### config.mk
export PLATFORM = sky130hd
export DESIGN_NAME = ternary_popcount_dot_product_top
export DESIGN_NICKNAME = d
export VERILOG_FILES = /design/src/hw/rtl/tpdp_pkg.sv /design/src/hw/rtl/tpdp_front.sv /design/src/hw/rtl/tpdp_queue.sv /design/src/hw/rtl/tpdp_back.sv /design/src/hw/rtl/ternary_popcount_dot_product_top.sv
export SDC_FILE = /design/constraint.sdc
export NUM_CORES = 1
export LEC_CHECK = 0
export ABC_AREA = 0
export BUFFER_PORTS_ARGS = -buffer_cell sky130_fd_sc_hd__buf_2
export CORE_ASPECT_RATIO = 0.8
export CORE_MARGIN = 2
export CORE_UTILIZATION = 60
export DETAILED_ROUTE_END_ITERATION = 6
export HOLD_SLACK_MARGIN = 0.06
export PLACE_DENSITY = 0.88
export SYNTH_ARGS = -nofsm -noshare
export SYNTH_HDL_FRONTEND = slang
export SYNTH_SLANG_ARGS = --single-unit
### constraint.sdc
create_clock -name clk_i -period 7.6 [get_ports clk_i]
set_clock_uncertainty 0.05 [all_clocks]
set_input_delay 1.14 -clock clk_i [delete_from_list [all_inputs] [get_ports clk_i]]
set_output_delay 1.14 -clock clk_i [all_outputs]
set_load 0.01 [all_outputs]
### src/hw/rtl/tpdp_pkg.sv
// Package for the ternary popcount dot product block.
// Word widths, queue entry type and the popcount helper; no dependencies.
package tpdp_pkg;

  localparam int WORD_W       = 64;
  localparam int VB_W         = 7;
  localparam int CNT_W        = 7;
  localparam int DELTA_W      = 8;
  localparam int MAX_BITS_DEF = 1048576;
  localparam int QUEUE_DEPTH  = 2;

  // One classified word: positive minus negative matches, -64..64
  typedef struct packed {
    logic signed [DELTA_W-1:0] delta;
    logic                      last;
  } entry_t;

  // pairwise adder tree, six levels deep
  function automatic logic [CNT_W-1:0] popcount64(input logic [WORD_W-1:0] w);
    logic [1:0] s2  [32];
    logic [2:0] s4  [16];
    logic [3:0] s8  [8];
    logic [4:0] s16 [4];
    logic [5:0] s32 [2];
    for (int k = 0; k < 32; k++) begin
      s2[k] = {1'b0, w[2*k]} + {1'b0, w[2*k+1]};
    end
    for (int k = 0; k < 16; k++) begin
      s4[k] = {1'b0, s2[2*k]} + {1'b0, s2[2*k+1]};
    end
    for (int k = 0; k < 8; k++) begin
      s8[k] = {1'b0, s4[2*k]} + {1'b0, s4[2*k+1]};
    end
    for (int k = 0; k < 4; k++) begin
      s16[k] = {1'b0, s8[2*k]} + {1'b0, s8[2*k+1]};
    end
    for (int k = 0; k < 2; k++) begin
      s32[k] = {1'b0, s16[2*k]} + {1'b0, s16[2*k+1]};
    end
    return {1'b0, s32[0]} + {1'b0, s32[1]};
  endfunction

endpackage

### src/hw/rtl/tpdp_front.sv
// Front end: masks the activation word to its valid bits and reduces the
// two planes to one signed match count. Uses tpdp_pkg.
module tpdp_front import tpdp_pkg::*; (
  input  logic [WORD_W-1:0] act_word_i,
  input  logic [WORD_W-1:0] pos_word_i,
  input  logic [WORD_W-1:0] neg_word_i,
  input  logic [VB_W-1:0]   valid_bits_i,
  input  logic              last_word_i,
  output entry_t            entry_o
);

  logic [WORD_W-1:0] mask;
  logic [WORD_W-1:0] act_m;
  logic [CNT_W-1:0]  pos_cnt;
  logic [CNT_W-1:0]  neg_cnt;

  // counts of 64 and above take the whole word
  assign mask    = valid_bits_i[VB_W-1] ? '1 : ~({WORD_W{1'b1}} << valid_bits_i[VB_W-2:0]);
  assign act_m   = act_word_i & mask;
  assign pos_cnt = popcount64(act_m & pos_word_i);
  assign neg_cnt = popcount64(act_m & neg_word_i);

  assign entry_o.delta = $signed({1'b0, pos_cnt}) - $signed({1'b0, neg_cnt});
  assign entry_o.last  = last_word_i;

endmodule

### src/hw/rtl/tpdp_queue.sv
// Short queue between the front end and the accumulator.
// Holds classified words as tpdp_pkg::entry_t; uses tpdp_pkg.
module tpdp_queue import tpdp_pkg::*; (
  input  logic   clk_i,
  input  logic   rst_ni,
  input  logic   push_i,
  input  entry_t push_data_i,
  output logic   push_ready_o,
  output logic   pop_valid_o,
  output entry_t pop_data_o,
  input  logic   pop_i
);

  localparam int PtrW = $clog2(QUEUE_DEPTH);
  localparam int CntW = $clog2(QUEUE_DEPTH + 1);

  entry_t            slot_q [QUEUE_DEPTH];
  logic [PtrW-1:0]   wr_ptr_q, wr_ptr_d;
  logic [PtrW-1:0]   rd_ptr_q, rd_ptr_d;
  logic [CntW-1:0]   count_q, count_d;
  logic              do_push, do_pop;

  assign push_ready_o = count_q < CntW'(QUEUE_DEPTH);
  assign pop_valid_o  = count_q != '0;
  assign pop_data_o   = slot_q[rd_ptr_q];
  assign do_push      = push_i && push_ready_o;
  assign do_pop       = pop_i && pop_valid_o;

  // depth is a power of two, so pointers wrap on their own
  always_comb begin
    wr_ptr_d = do_push ? wr_ptr_q + PtrW'(1) : wr_ptr_q;
    rd_ptr_d = do_pop  ? rd_ptr_q + PtrW'(1) : rd_ptr_q;
    count_d  = count_q + CntW'(do_push) - CntW'(do_pop);
  end

  always_ff @(posedge clk_i or negedge rst_ni) begin
    if (!rst_ni) begin
      wr_ptr_q <= '0;
      rd_ptr_q <= '0;
      count_q  <= '0;
    end else begin
      wr_ptr_q <= wr_ptr_d;
      rd_ptr_q <= rd_ptr_d;
      count_q  <= count_d;
    end
  end

  always_ff @(posedge clk_i) begin
    if (do_push) begin
      slot_q[wr_ptr_q] <= push_data_i;
    end
  end

endmodule

### src/hw/rtl/tpdp_back.sv
// Back end: saturating accumulator and output register.
// Pops classified words from tpdp_queue; uses tpdp_pkg.
module tpdp_back import tpdp_pkg::*; #(
  parameter int MAX_BITS = MAX_BITS_DEF,
  parameter int SUM_W    = $clog2(MAX_BITS + 1) + 1
) (
  input  logic                    clk_i,
  input  logic                    rst_ni,
  input  logic                    entry_valid_i,
  input  entry_t                  entry_i,
  output logic                    entry_pop_o,
  output logic                    out_valid_o,
  input  logic                    out_ready_i,
  output logic signed [SUM_W-1:0] dot_value_o
);

  localparam logic signed [SUM_W:0] LimPos = (SUM_W + 1)'(MAX_BITS);
  localparam logic signed [SUM_W:0] LimNeg = -LimPos;

  logic signed [SUM_W-1:0] acc_q, acc_d;
  logic signed [SUM_W-1:0] dot_q, dot_d;
  logic                    out_valid_q, out_valid_d;
  logic signed [SUM_W:0]   sum;
  logic signed [SUM_W-1:0] sat;
  logic                    out_free;

  assign out_free    = !out_valid_q || out_ready_i;
  // a last beat waits for room in the output register; others never stall
  assign entry_pop_o = entry_valid_i && (!entry_i.last || out_free);

  assign sum = $signed({acc_q[SUM_W-1], acc_q})
             + $signed({{(SUM_W + 1 - DELTA_W){entry_i.delta[DELTA_W-1]}}, entry_i.delta});

  always_comb begin
    priority if (sum > LimPos) begin
      sat = LimPos[SUM_W-1:0];
    end else if (sum < LimNeg) begin
      sat = LimNeg[SUM_W-1:0];
    end else begin
      sat = sum[SUM_W-1:0];
    end
  end

  always_comb begin
    acc_d       = acc_q;
    dot_d       = dot_q;
    out_valid_d = out_valid_q && !out_ready_i;
    if (entry_pop_o) begin
      if (entry_i.last) begin
        acc_d       = '0;
        dot_d       = sat;
        out_valid_d = 1'b1;
      end else begin
        acc_d = sat;
      end
    end
  end

  always_ff @(posedge clk_i or negedge rst_ni) begin
    if (!rst_ni) begin
      acc_q       <= '0;
      out_valid_q <= 1'b0;
    end else begin
      acc_q       <= acc_d;
      out_valid_q <= out_valid_d;
    end
  end

  always_ff @(posedge clk_i) begin
    dot_q <= dot_d;
  end

  assign out_valid_o = out_valid_q;
  assign dot_value_o = dot_q;

`ifndef SYNTHESIS
  a_acc_in_range: assert property (@(posedge clk_i) disable iff (!rst_ni)
    ($signed({acc_q[SUM_W-1], acc_q}) <= LimPos) && ($signed({acc_q[SUM_W-1], acc_q}) >= LimNeg))
    else $error("accumulator outside saturation range");

  a_clear_on_last: assert property (@(posedge clk_i) disable iff (!rst_ni)
    (entry_pop_o && entry_i.last) |=> (acc_q == '0) && out_valid_q)
    else $error("accumulator not cleared after last beat");

  a_no_overwrite: assert property (@(posedge clk_i) disable iff (!rst_ni)
    (out_valid_q && !out_ready_i) |=> out_valid_q && $stable(dot_q))
    else $error("pending result overwritten");

  a_valid_needs_last: assert property (@(posedge clk_i) disable iff (!rst_ni)
    $rose(out_valid_q) |-> $past(entry_pop_o && entry_i.last))
    else $error("result raised without a last beat");
`endif

endmodule

### src/hw/rtl/ternary_popcount_dot_product_top.sv
// Ternary popcount dot product, top level.
// Instantiates tpdp_front, tpdp_queue and tpdp_back; uses tpdp_pkg.
//
// Usage:
//   Input channel (in_valid_i / in_ready_o) takes one beat per 64-element
//   word: activation, positive and negative weight planes, a count of low
//   valid bits (64 and above take the whole word) and a last flag.
//   Output channel (out_valid_o / out_ready_i) returns one beat, dot_value_o,
//   per vector, on the word flagged last. The sum saturates at +/-MAX_BITS.
//   Throughput: one word per cycle, sustained, while the output is taken.
//   Path: the popcount runs in the cycle of acceptance; the two-entry queue and
//   the accumulator add-and-clamp each take one register stage, and a last
//   word can wait in the queue while an earlier result is still pending.
//   Stall: while a result waits, words that are not last keep flowing into
//   the accumulator; a last word holds in the queue until the output
//   register frees, and the queue filling drops in_ready_o.
//   Reset: asynchronous, active low; the accumulator clears, the queue
//   empties and no result is pending.
module ternary_popcount_dot_product_top import tpdp_pkg::*; #(
  parameter int MAX_BITS = MAX_BITS_DEF,
  parameter int SUM_W    = $clog2(MAX_BITS + 1) + 1
) (
  input  logic                    clk_i,
  input  logic                    rst_ni,
  input  logic                    in_valid_i,
  output logic                    in_ready_o,
  input  logic [WORD_W-1:0]       act_word_i,
  input  logic [WORD_W-1:0]       pos_word_i,
  input  logic [WORD_W-1:0]       neg_word_i,
  input  logic [VB_W-1:0]         valid_bits_i,
  input  logic                    last_word_i,
  output logic                    out_valid_o,
  input  logic                    out_ready_i,
  output logic signed [SUM_W-1:0] dot_value_o
);

  entry_t front_entry;
  entry_t queue_entry;
  logic   queue_valid;
  logic   queue_pop;

  tpdp_front u_front (
    .act_word_i   (act_word_i),
    .pos_word_i   (pos_word_i),
    .neg_word_i   (neg_word_i),
    .valid_bits_i (valid_bits_i),
    .last_word_i  (last_word_i),
    .entry_o      (front_entry)
  );

  tpdp_queue u_queue (
    .clk_i        (clk_i),
    .rst_ni       (rst_ni),
    .push_i       (in_valid_i),
    .push_data_i  (front_entry),
    .push_ready_o (in_ready_o),
    .pop_valid_o  (queue_valid),
    .pop_data_o   (queue_entry),
    .pop_i        (queue_pop)
  );

  tpdp_back #(
    .MAX_BITS (MAX_BITS),
    .SUM_W    (SUM_W)
  ) u_back (
    .clk_i         (clk_i),
    .rst_ni        (rst_ni),
    .entry_valid_i (queue_valid),
    .entry_i       (queue_entry),
    .entry_pop_o   (queue_pop),
    .out_valid_o   (out_valid_o),
    .out_ready_i   (out_ready_i),
    .dot_value_o   (dot_value_o)
  );

endmodule

Yosys cells after proc, flatten, opt, wreduce, memory -nomap -nowiden. Memory sizes are Yosys's and may differ from the RTL's. Cells that the tools add are included.

Register bits: 49. Memory bits (writable): 18. Input port bits: 204. Logic and storage cells: 166. Memories: 1.

Memory list: u_queue.slot_q (depth 2, width 9, rd ports 1, clocked after memory_dff 0, write ports 1, RTL line tpdp_queue.sv:17) `entry_t slot_q [QUEUE_DEPTH];`.

Add/sub/neg operators: 132. Order comparisons: 3. Shifts and indexed selects: 1. Mux-type cells: 8. Bitwise operators: 4. Reductions and logical operators: 11.

Operator list (number): AND 64 bit (3); adder 1 x 1 -> 2 bit (64); adder 2 x 2 -> 3 bit (32); two-way mux 22 bit (3); adder 3 x 3 -> 4 bit (16); two-way mux 64 bit (1); inverter 64 bit (1); left shift 64 x 6 -> 64 bit (first input constant) (1); adder 4 x 4 -> 5 bit (8); adder 5 x 5 -> 6 bit (4); adder 22 x 8 -> 23 bit (1); > comparator 23 x 22 -> 1 bit (second input constant) (1); < comparator 23 x 21 -> 1 bit (second input constant) (1); adder 6 x 6 -> 7 bit (2); subtractor 7 x 7 -> 8 bit (1); logical AND 1 bit (4); two-way mux 1 bit (4); logical NOT 1 bit (3); adder 1 bit (second input constant) (2); adder 2 x 1 -> 2 bit (1); logical OR 1 bit (2); < comparator 2 bit (second input constant) (1); AND reduction 2 bit (1); nonzero test 2 bit (1); subtractor 2 x 1 -> 2 bit (1).

Longest topological paths before layout. Gate-level depths: netlist of run 1.

Depth after elaboration: 12. Depth in mapped cells: 31. Depth with buffers taken out: 30.

By module. A second synthesis of run 1 with hierarchy kept.

Cells, all modules: 947. Area total of the unflattened synthesis: 9033.7 um^2.

By module, submodules not included: tpdp_front (instances 1, cells each 569, area an instance 4914.7 um^2, seq. area each 0.0 um^2); tpdp_back (instances 1, cells each 330, area an instance 3261.9 um^2, seq. area each 1236.2 um^2); tpdp_queue (instances 1, cells each 48, area an instance 857.1 um^2, seq. area each 640.6 um^2).

Least setup slack after synthesis of run 1. OpenSTA, ideal clock, no wires.

Path kind: in2reg. Start point: input port valid_bits_i[4]. End point: memory u_queue.slot_q[0][7] in the netlist's numbering, data pin. Arrival time: 8.747 ns. Required time: 7.288 ns. Slack: -1.459 ns. Cell stages on the path: 29. Buffers on the path: 3. Cell sequence: clkbuf_1 -> clkbuf_1 -> buf_1 -> nand3_1 -> a21boi_0 -> nand2_1 -> fa_1 -> inv_1 -> fa_1 -> inv_1 -> fa_1 -> fa_1 -> fa_1 -> inv_1 -> fa_1 -> fa_1 -> fa_1 -> inv_1 -> fa_1 -> fa_1 -> inv_1 -> ha_1 -> fa_1 -> a21oi_1 -> nor2_1 -> nor2_1 -> o21bai_1 -> a21oi_1 -> xnor2_1.

RTL lines: start: declaration (RTL line ternary_popcount_dot_product_top.sv:30) `input logic [VB_W-1:0] valid_bits_i,`; end: declaration (RTL line tpdp_queue.sv:17).

==> reports/qor.txt, run 1 <==
Status: finished with violations
Failing checks: setup timing
Die H: 112 um
Final setup viols: 16
Post-synthesis mux area share: 0.0186
Worst path required time: 7.63 ns
CP dominant cell by count: fa_2
Initial antenna violation count: 0
CP Launch Type: input port
Register area share after synthesis: 0.214
Final Util: 0.821
CP delay by family, top: adder cells
Drt via density: 6.19
Synth Register Bits: 67
CP arrival: 8.89 ns
Highest Clock Rate: 113 MHz
Cells after synthesis: 923
ANT nets after route: 0
Area growth from synthesis to layout: 33.7%
Compound-Gate Fraction of Synth Area: 0.155
Worst slack at placement: -1.79 ns
Most frequent cells in the layout: 221 x buf_2, 138 x inv_1, 99 x fa_1
Largest family of logic cells by synthesized area: adder cells
Slew margin rel.: 0.346
CP peak stage delay: 0.61 ns
Setup_tns: -12.98 ns
Fill cells: 861
Final net count: 1608
Worst Hold Launch: u_queue.wr_ptr_q
Leading post-synthesis cells by cell area: fa_1 27%, edfxtp_1 14%, dfrtp_1 7.7%
Grt total ovfl: 0
Synth cell types: 67
Min Tclk post-route: 8.86 ns
CORE AREA: 0.0142 mm2
Sink Count: 67
H-tree depth: 3
Critical Path Source: valid_bits_i[6]
Total track usage: 0.446
Syn Area/Cell: 9.48 um2
Worst-Margin Slew: 0.982 ns
XOR/XNOR Fraction of Synth Area: 0.0260
CTS tree: done
Setup ws final: -1.26 ns
Synth area leader: fa_1
Commonest non-fill, non-tap cell in the layout: buf_2
Synth Flop Type: edfxtp_1
Worst hold-check path type: reg -> reg
Vias: 8820
Gpl congestion: 1.10
# DRC: 0
Yosys warns: 0
Period utilization: 1.17
Cts bufs inserted: 9
Fin. Hold Viols: 0
Final Non-Filler Cells: 1425
Async set-reset flop share out of synthesis: 0.403
Slowest stage cell, crit path: fa_2
Dpl cells: 1390
Vias in the first global route: 9099
CP max FO: 6
DRT Wirelength: 34.3 mm
Skew-Pair Late Insertion Delay: 0.34 ns
Die width: 139 um
Hold Buf Count CTS: 0
Net count after synthesis: 1295
RSZ-0062 raised after global routing: yes
Worst path bufs/invs: 8
Maxcap violations: 0
Crit end category: flop
Post-synth top area share: 0.270
Mapped Area: 0.00875 mm2
Post-Synth Simple-Gate Area: 0.158
Slew Viols, Final: 0
DIE AREA: 0.0156 mm2
Drt first pass iters: 6
Largest net degree at the start of global routing: 41
N_diodes: 0
Reg2reg start: u_queue.rd_ptr_q
Post-synth EDFFs: 40
Wire length per cell: 24.1 um
CTS root buf: clkbuf_16
Port bufs: 227
Clock Path Buffers: 2
Clk slew on worst S/H paths: 0.06 ns
1st-iter DRT viols: 890
Adder-cell share of the synthesized area: 0.341
Share of cells above drive strength 1: 0.398
Starting Density: 0.614
Placement row count: 39
First-pass GRT wire length: 51.9 mm
Critical path class: in -> reg
I/O pin total: 228
Dpl hpwl: 26.8 mm
[cells by family (layout without fill, tap and decap cells)]
kind of cell | after synthesis | in the layout
adder cells (fa/ha/maj) | 168 | 168
flip-flops | 67 | 67
multiplexers | 14 | 14
buffers and inverters | 193 | 511
AO/OA/AOI/OAI | 180 | 180
XOR/XNOR | 26 | 26
AND/OR/NAND/NOR | 275 | 275
[path summary, 6_finish.rpt]
check / end / slack (ns) / cells after the start
worst max-delay path: u_queue.slot_q[1][7] / -1.26 / 30
worst min-delay path: u_queue.wr_ptr_q / 0.44 / 1
worst max register to register: u_back.dot_value_o[2] / 2.65 / 11
worst min register to register: u_queue.wr_ptr_q / 0.44 / 1
max in group asynchronous: u_queue.count_q[0] / 6.24 / 1
min in group asynchronous: u_back.acc_q[16] / 0.79 / 1
[cell type report]
type	count	area [um2]	area share
Timing Repair Buffer	338	2120	0.181
Inverter	157	589	0.0503
Tap cell	184	230	0.0197
Clock buffer	9	225	0.0192
Sequential cell	67	1880	0.160
Clock inverter	7	125	0.0107
Multi-Input combinational cell	663	6540	0.559
[worst reg2reg max path, stage by stage (launching register included)]
cell and delay, ns:
dfrtp_1 0.72, mux2i_1 0.54, inv_1 0.10, ha_1 0.33
a211oi_1 0.61, o211ai_1 0.25, a31oi_1 0.59, o21ai_0 0.20
xnor2_1 0.33, and4_1 0.30, nand4_2 0.41, a21oi_1 0.35
[synthesized netlist by cell type, types with 4 or more instances]
library cell,count
o21ai_1,5
o211a_1,6
o211ai_1,13
inv_1,156
nor2_1,48
o31ai_2,19
a21oi_1,57
edfxtp_1,40
xnor2_1,17
o2111a_1,4
o21a_1,10
nand2_1,97
mux2_2,8
nand4_1,12
o311a_1,7
o2111ai_1,4
ha_1,50
and4_1,11
mux2i_1,5
nor2b_1,19
nand3_1,23
xor2_1,9
clkbuf_1,19
fa_1,118
o21ai_0,16
and3_1,12
a31oi_1,4
and2_1,26
dfrtp_1,27
a21o_1,5
o21bai_1,4
nand2b_1,6
buf_2,12
[stage by stage]
step / hold WS [ns] / instance area [um2]
2_1_floorplan: 0.405 / 8920
3_3_place_gp: 0.421 / 10800
3_5_place_dp: 0.427 / 10800
4_1_cts: 0.441 / 11500
5_1_grt: 0.462 / 11700
6_report: 0.441 / 11700
[state kept, by name (all words and copies together) (netlist names)]
signal and cells:
u_back.acc_q 22, u_queue.count_q 2, u_queue.wr_ptr_q 1, u_queue.slot_q 18
u_back.dot_value_o 22, u_back.out_valid_o 1, u_queue.rd_ptr_q 1
[layer usage]
metal | track usage | up-vias | routed length [um]
met1 | 0.590 | 4293 | 13000
li1 | - | 3721 | -
met5 | 0 | - | 0
met3 | 0.163 | 150 | 4350
met4 | 0.132 | 0 | 1600
met2 | 0.701 | 656 | 15400
[repair_timing]
item / CTS / global route
gates resized for setup: 77 / 45
buffers inserted: 13 / 10
pin swaps: 53 / 68
endpoints found under the setup margin: 16 / 16
Power of run 1 is not shown: default switching activity piles up to over one toggle a cycle in this logic, so the estimate is an artifact.
==> run 2, diff against run 1 <==
Settings changed: CORE_MARGIN 2 to unset, PLACE_DENSITY 0.88 to 0.9.
==> run 2 against run 1 <==
Compared with the run above: the flow still finishes with violations (setup timing); via count is 0.22% lower; global-route usage is 3.5 points higher; die area is 3.2% lower; critical endpoint is now u_queue.slot_q[1][8].
==> reports/qor.txt, run 2 (same netlist as run 1, synthesis figures left out) <==
CP arrival: 8.80 ns (was 8.89 ns)
First-pass GRT wire length: 50.7 mm (was 51.9 mm)
Final net count: 1603 (was 1608)
Clock Path Buffers: 2 (unchanged)
Worst slack at placement: -1.71 ns (was -1.79 ns)
Critical path class: in -> reg (unchanged)
Period utilization: 1.15 (was 1.17)
I/O pin total: 228 (unchanged)
Maxcap violations: 0 (unchanged)
Clk slew on worst S/H paths: 0.06 ns (about the same)
Placement row count: 39 (unchanged)
Drt via density: 6.19 (about the same)
FF+latch area: 0.00188 mm2 (unchanged)
Sink Count: 67 (unchanged)
CP peak stage delay: 0.59 ns (was 0.61 ns)
RSZ-0062 raised after global routing: yes (unchanged)
CTS tree: done (unchanged)
Total track usage: 0.481 (was 0.446)
R2R depth: 11 (unchanged)
Dpl hpwl: 27.7 mm (was 26.8 mm)
Worst path required time: 7.62 ns (was 7.63 ns)
Share of cells above drive strength 1: 0.409 (was 0.398)
Most frequent cells in the layout: 220 x buf_2, 134 x inv_1, 95 x fa_1 (was 221 x buf_2, 138 x inv_1, 99 x fa_1)
CP Launch Type: input port (unchanged)
Slowest stage cell, crit path: fa_2 (unchanged)
Final setup viols: 16 (unchanged)
WHS Path Cells: 2 (was 1)
Fin. Hold Viols: 0 (unchanged)
Status: finished with violations (unchanged)
Area growth from synthesis to layout: 34.2% (was 33.7%)
Worst-Margin Slew: 1.00 ns (was 0.982 ns)
DRT Wirelength: 34.8 mm (was 34.3 mm)
Starting Density: 0.614 (unchanged)
H-tree depth: 3 (unchanged)
CP max FO: 5 (was 6)
CTS root buf: clkbuf_16 (unchanged)
Drt first pass iters: 6 (unchanged)
Slew margin rel.: 0.330 (was 0.346)
Failing checks: setup timing (unchanged)
Gpl congestion: 1.07 (was 1.10)
Hold Buf Count CTS: 0 (unchanged)
Slew Viols, Final: 0 (unchanged)
Worst hold-check path type: reg -> reg (unchanged)
Commonest non-fill, non-tap cell in the layout: buf_2 (unchanged)
Final Util: 0.824 (was 0.821)
Skew-Pair Late Insertion Delay: 0.36 ns (was 0.34 ns)
Initial antenna violation count: 1 (was 0)
Setup ws final: -1.18 ns (was -1.26 ns)
Die width: 137 um (was 139 um)
Vias: 8801 (was 8820)
Fill cells: 856 (was 861)
# DRC: 0 (unchanged)
CORE AREA: 0.0142 mm2 (unchanged)
DIE AREA: 0.0151 mm2 (was 0.0156 mm2)
Footprint of the multi-input gates: 0.00661 mm2 (was 0.00654 mm2)
Min Tclk post-route: 8.78 ns (was 8.86 ns)
Cts bufs inserted: 9 (unchanged)
Vias in the first global route: 8851 (was 9099)
Wire length per cell: 24.5 um (was 24.1 um)
Port bufs: 227 (unchanged)
ANT nets after route: 0 (unchanged)
Crit end category: flop (unchanged)
Largest net degree at the start of global routing: 41 (unchanged)
Die H: 110 um (was 112 um)
1st-iter DRT viols: 920 (was 890)
Grt total ovfl: 0 (unchanged)
Highest Clock Rate: 114 MHz (was 113 MHz)
run 2: stage by stage:
step	instances	hold slack, ns	TNS, ns	instance area (um2)
after detailed placement	1393	0.435	-21.59	10800
after global placement	1393	0.420	-19.36	10800
final	1421	0.450	-11.23	11700
after global routing	1421	0.465	-14.00	11700
after floorplan	923	0.405	-9.91	8920
after CTS	1417	0.450	-10.17	11500
run 2: what timing repair did:
action,in CTS,in global routing
endpoints found under the setup margin,16,16
buffers inserted,20,8
gates cloned,1,0
pin swaps,78,69
resized for setup,102,53
run 2: worst max-delay path: cells and delay by family:
family | cells | cell delay, ns
adder cells (fa/ha/maj) | 11 | 5.28
AO/OA/AOI/OAI | 8 | 1.51
buffers and inverters | 7 | 0.45
AND/OR/NAND/NOR | 2 | 0.29
XOR/XNOR | 1 | 0.14
run 2: cell type report:
cell class / count / area share
clock buffer: 10 / 0.0203
timing repair buffer: 333 / 0.180
clock inverter: 6 / 0.00756
sequential: 67 / 0.160
antenna: 1 / 0.000213
inverter: 157 / 0.0502
multi-input combinational: 663 / 0.563
tap: 184 / 0.0196
run 2: metal layers:
layer  GRT usage  up-vias  wire [um]
li1            -     3722          -
met1       0.597     4275      12900
met2       0.767      650      15900
met3       0.174      154       4270
met4       0.195        0       1750
met5           0        -          0
run 2: worst paths after layout:
check | startpoint | endpoint | slack [ns]
worst min register to register | u_back.acc_q[19] | u_back.acc_q[19] | 0.45
worst max-delay path | valid_bits_i[2] | u_queue.slot_q[1][8] | -1.18
min in group asynchronous | rst_ni | u_back.acc_q[19] | 0.78
worst max register to register | u_queue.rd_ptr_q | u_back.dot_value_o[4] | 2.86
max in group asynchronous | rst_ni | u_back.acc_q[1] | 6.28
worst min-delay path | u_back.acc_q[19] | u_back.acc_q[19] | 0.45
Power of run 2 is left out for the same reason.
==> run 3, diff against run 2 <==
Settings changed: CORE_UTILIZATION 60 to 55, PLACE_DENSITY 0.9 to 0.84.
==> run 3 against run 2 <==
Compared with the run above: the flow still finishes with violations (setup timing); cell area decreased by 0.38%; critical endpoint is now u_queue.slot_q[0][7]; largest cell class unchanged; global-route usage is 4.8 points lower; critical path depth decreased by 1.
==> reports/qor.txt, run 3 (same netlist as run 1, synthesis figures left out) <==
Status: finished with violations (unchanged)
Failing checks: setup timing (unchanged)
CP arrival: 8.79 ns (was 8.80 ns)
Die H: 115 um (was 110 um)
Slowest stage cell, crit path: fa_2 (unchanged)
Vias: 8526 (was 8801)
Maxcap violations: 0 (unchanged)
CP dominant cell by count: fa_2
Commonest non-fill, non-tap cell in the layout: buf_2 (unchanged)
CP max FO: 6 (was 5)
Gpl congestion: 1.07 (about the same)
Setup ws final: -1.16 ns (was -1.18 ns)
Vias in the first global route: 8788 (was 8851)
First-pass GRT wire length: 50.5 mm (was 50.7 mm)
Dpl hpwl: 27.7 mm (about the same)
DIE AREA: 0.0164 mm2 (was 0.0151 mm2)
Most frequent cells in the layout: 220 x buf_2, 141 x inv_1, 102 x buf_4 (was 220 x buf_2, 134 x inv_1, 95 x fa_1)
H-tree depth: 3 (unchanged)
Placement row count: 40 (was 39)
Clock Path Buffers: 2 (unchanged)
Critical path class: in -> reg (unchanged)
# DRC: 0 (unchanged)
RSZ-0062 raised after global routing: yes (unchanged)
Wire length per cell: 23.2 um (was 24.5 um)
M3 GR Usage: 0.150 (was 0.174)
Grt total ovfl: 0 (unchanged)
N_diodes: 0 (was 1)
Share of cells above drive strength 1: 0.395 (was 0.409)
Worst hold-check path type: reg -> reg (unchanged)
Starting Density: 0.574 (was 0.614)
Drt via density: 5.84 (was 6.19)
Worst-Margin Slew: 0.992 ns (was 1.00 ns)
Initial antenna violation count: 0 (was 1)
Top Usage Layer GRT: met2 (unchanged)
Crit end category: flop (unchanged)
Worst path required time: 7.63 ns (was 7.62 ns)
CTS root buf: clkbuf_16 (unchanged)
Met1 usage: 0.559 (was 0.597)
CP peak stage delay: 0.59 ns (about the same)
CORE AREA: 0.0153 mm2 (was 0.0142 mm2)
Period utilization: 1.15 (about the same)
Highest Clock Rate: 114 MHz (about the same)
Die width: 143 um (was 137 um)
Drt first pass iters: 6 (unchanged)
Largest net degree at the start of global routing: 41 (unchanged)
ANT nets after route: 0 (unchanged)
DRT Wirelength: 33.8 mm (was 34.8 mm)
Fin. Hold Viols: 0 (unchanged)
Final net count: 1617 (was 1603)
Area growth from synthesis to layout: 33.7% (was 34.2%)
Total track usage: 0.433 (was 0.481)
Slew Viols, Final: 0 (unchanged)
CTS tree: done (unchanged)
Sink Count: 67 (unchanged)
Slew margin rel.: 0.339 (was 0.330)
Port bufs: 227 (unchanged)
Skew-Pair Late Insertion Delay: 0.35 ns (was 0.36 ns)
Cts bufs inserted: 9 (unchanged)
Final setup viols: 16 (unchanged)
CP Launch Type: input port (unchanged)
GR Layer Usage met2: 0.676 (was 0.767)
Min Tclk post-route: 8.76 ns (was 8.78 ns)
1st-iter DRT viols: 923 (was 920)
Clk slew on worst S/H paths: 0.06 ns (about the same)
Worst hold slack: 0.446 ns (was 0.450 ns)
I/O pin total: 228 (unchanged)
-- run 3: cell count changes in the layout (fill, tap and decap cells not counted), sizes merged --
cell	previous run	this run
buf	333	347
diode	1	0
-- run 3: timing repair --
action,CTS,global route
gates resized for setup,68,51
hold endpoints to repair,0,0
setup endpoints to repair,16,16
setup buffers,17,8
pin swaps,47,50
hold buffers,0,0
-- run 3: path summary, 6_finish.rpt --
| check | start | endpoint | slack [ns] | cells past startpoint |
|---|---|---|---|---|
| max in group asynchronous | rst_ni | u_queue.wr_ptr_q | 6.27 | 1 |
| min in group asynchronous | rst_ni | u_back.acc_q[19] | 0.78 | 1 |
| setup reg to reg | u_queue.rd_ptr_q | u_back.dot_value_o[12] | 2.92 | 10 |
| hold / removal | u_back.acc_q[6] | u_back.acc_q[6] | 0.45 | 2 |
| setup / recovery | valid_bits_i[2] | u_queue.slot_q[0][7] | -1.16 | 28 |
| hold reg to reg | u_back.acc_q[6] | u_back.acc_q[6] | 0.45 | 2 |
-- run 3: layout make-up --
class,count,area (um2)
multi-input combinational,663,6460
clock buffer,10,239
timing repair buffer,347,2180
clock inverter,6,88.8
sequential,67,1880
tap,210,263
inverter,157,589
fill,1061,3560
-- run 3: metal layers --
layer | up-vias | routed length, um
li1 | 3743 | -
met1 | 4188 | 13400
met2 | 485 | 15100
met3 | 110 | 3790
met4 | 0 | 1530
met5 | - | 0
-- run 3: critical path, delay by kind of cell --
kind                     cells  cell delay [ns]
buffers and inverters        7             0.53
XOR/XNOR                     1             0.13
AND/OR/NAND/NOR              4             0.80
adder cells (fa/ha/maj)     12             5.58
AO/OA/AOI/OAI                4             0.61
-- run 3: stage by stage --
stage	utilization	std cells	setup slack [ns]	setup TNS (ns)	instance area, um2
4_1_cts	0.754	1453	-1.15	-12.82	11500
3_3_place_gp	0.710	1421	-1.49	-18.91	10800
2_1_floorplan	-	923	-0.983	-9.91	8920
6_report	0.767	1460	-1.16	-12.70	11700
3_5_place_dp	0.710	1421	-1.68	-20.88	10800
5_1_grt	0.767	1460	-1.33	-15.16	11700
Power of run 3 is left out for the same reason.
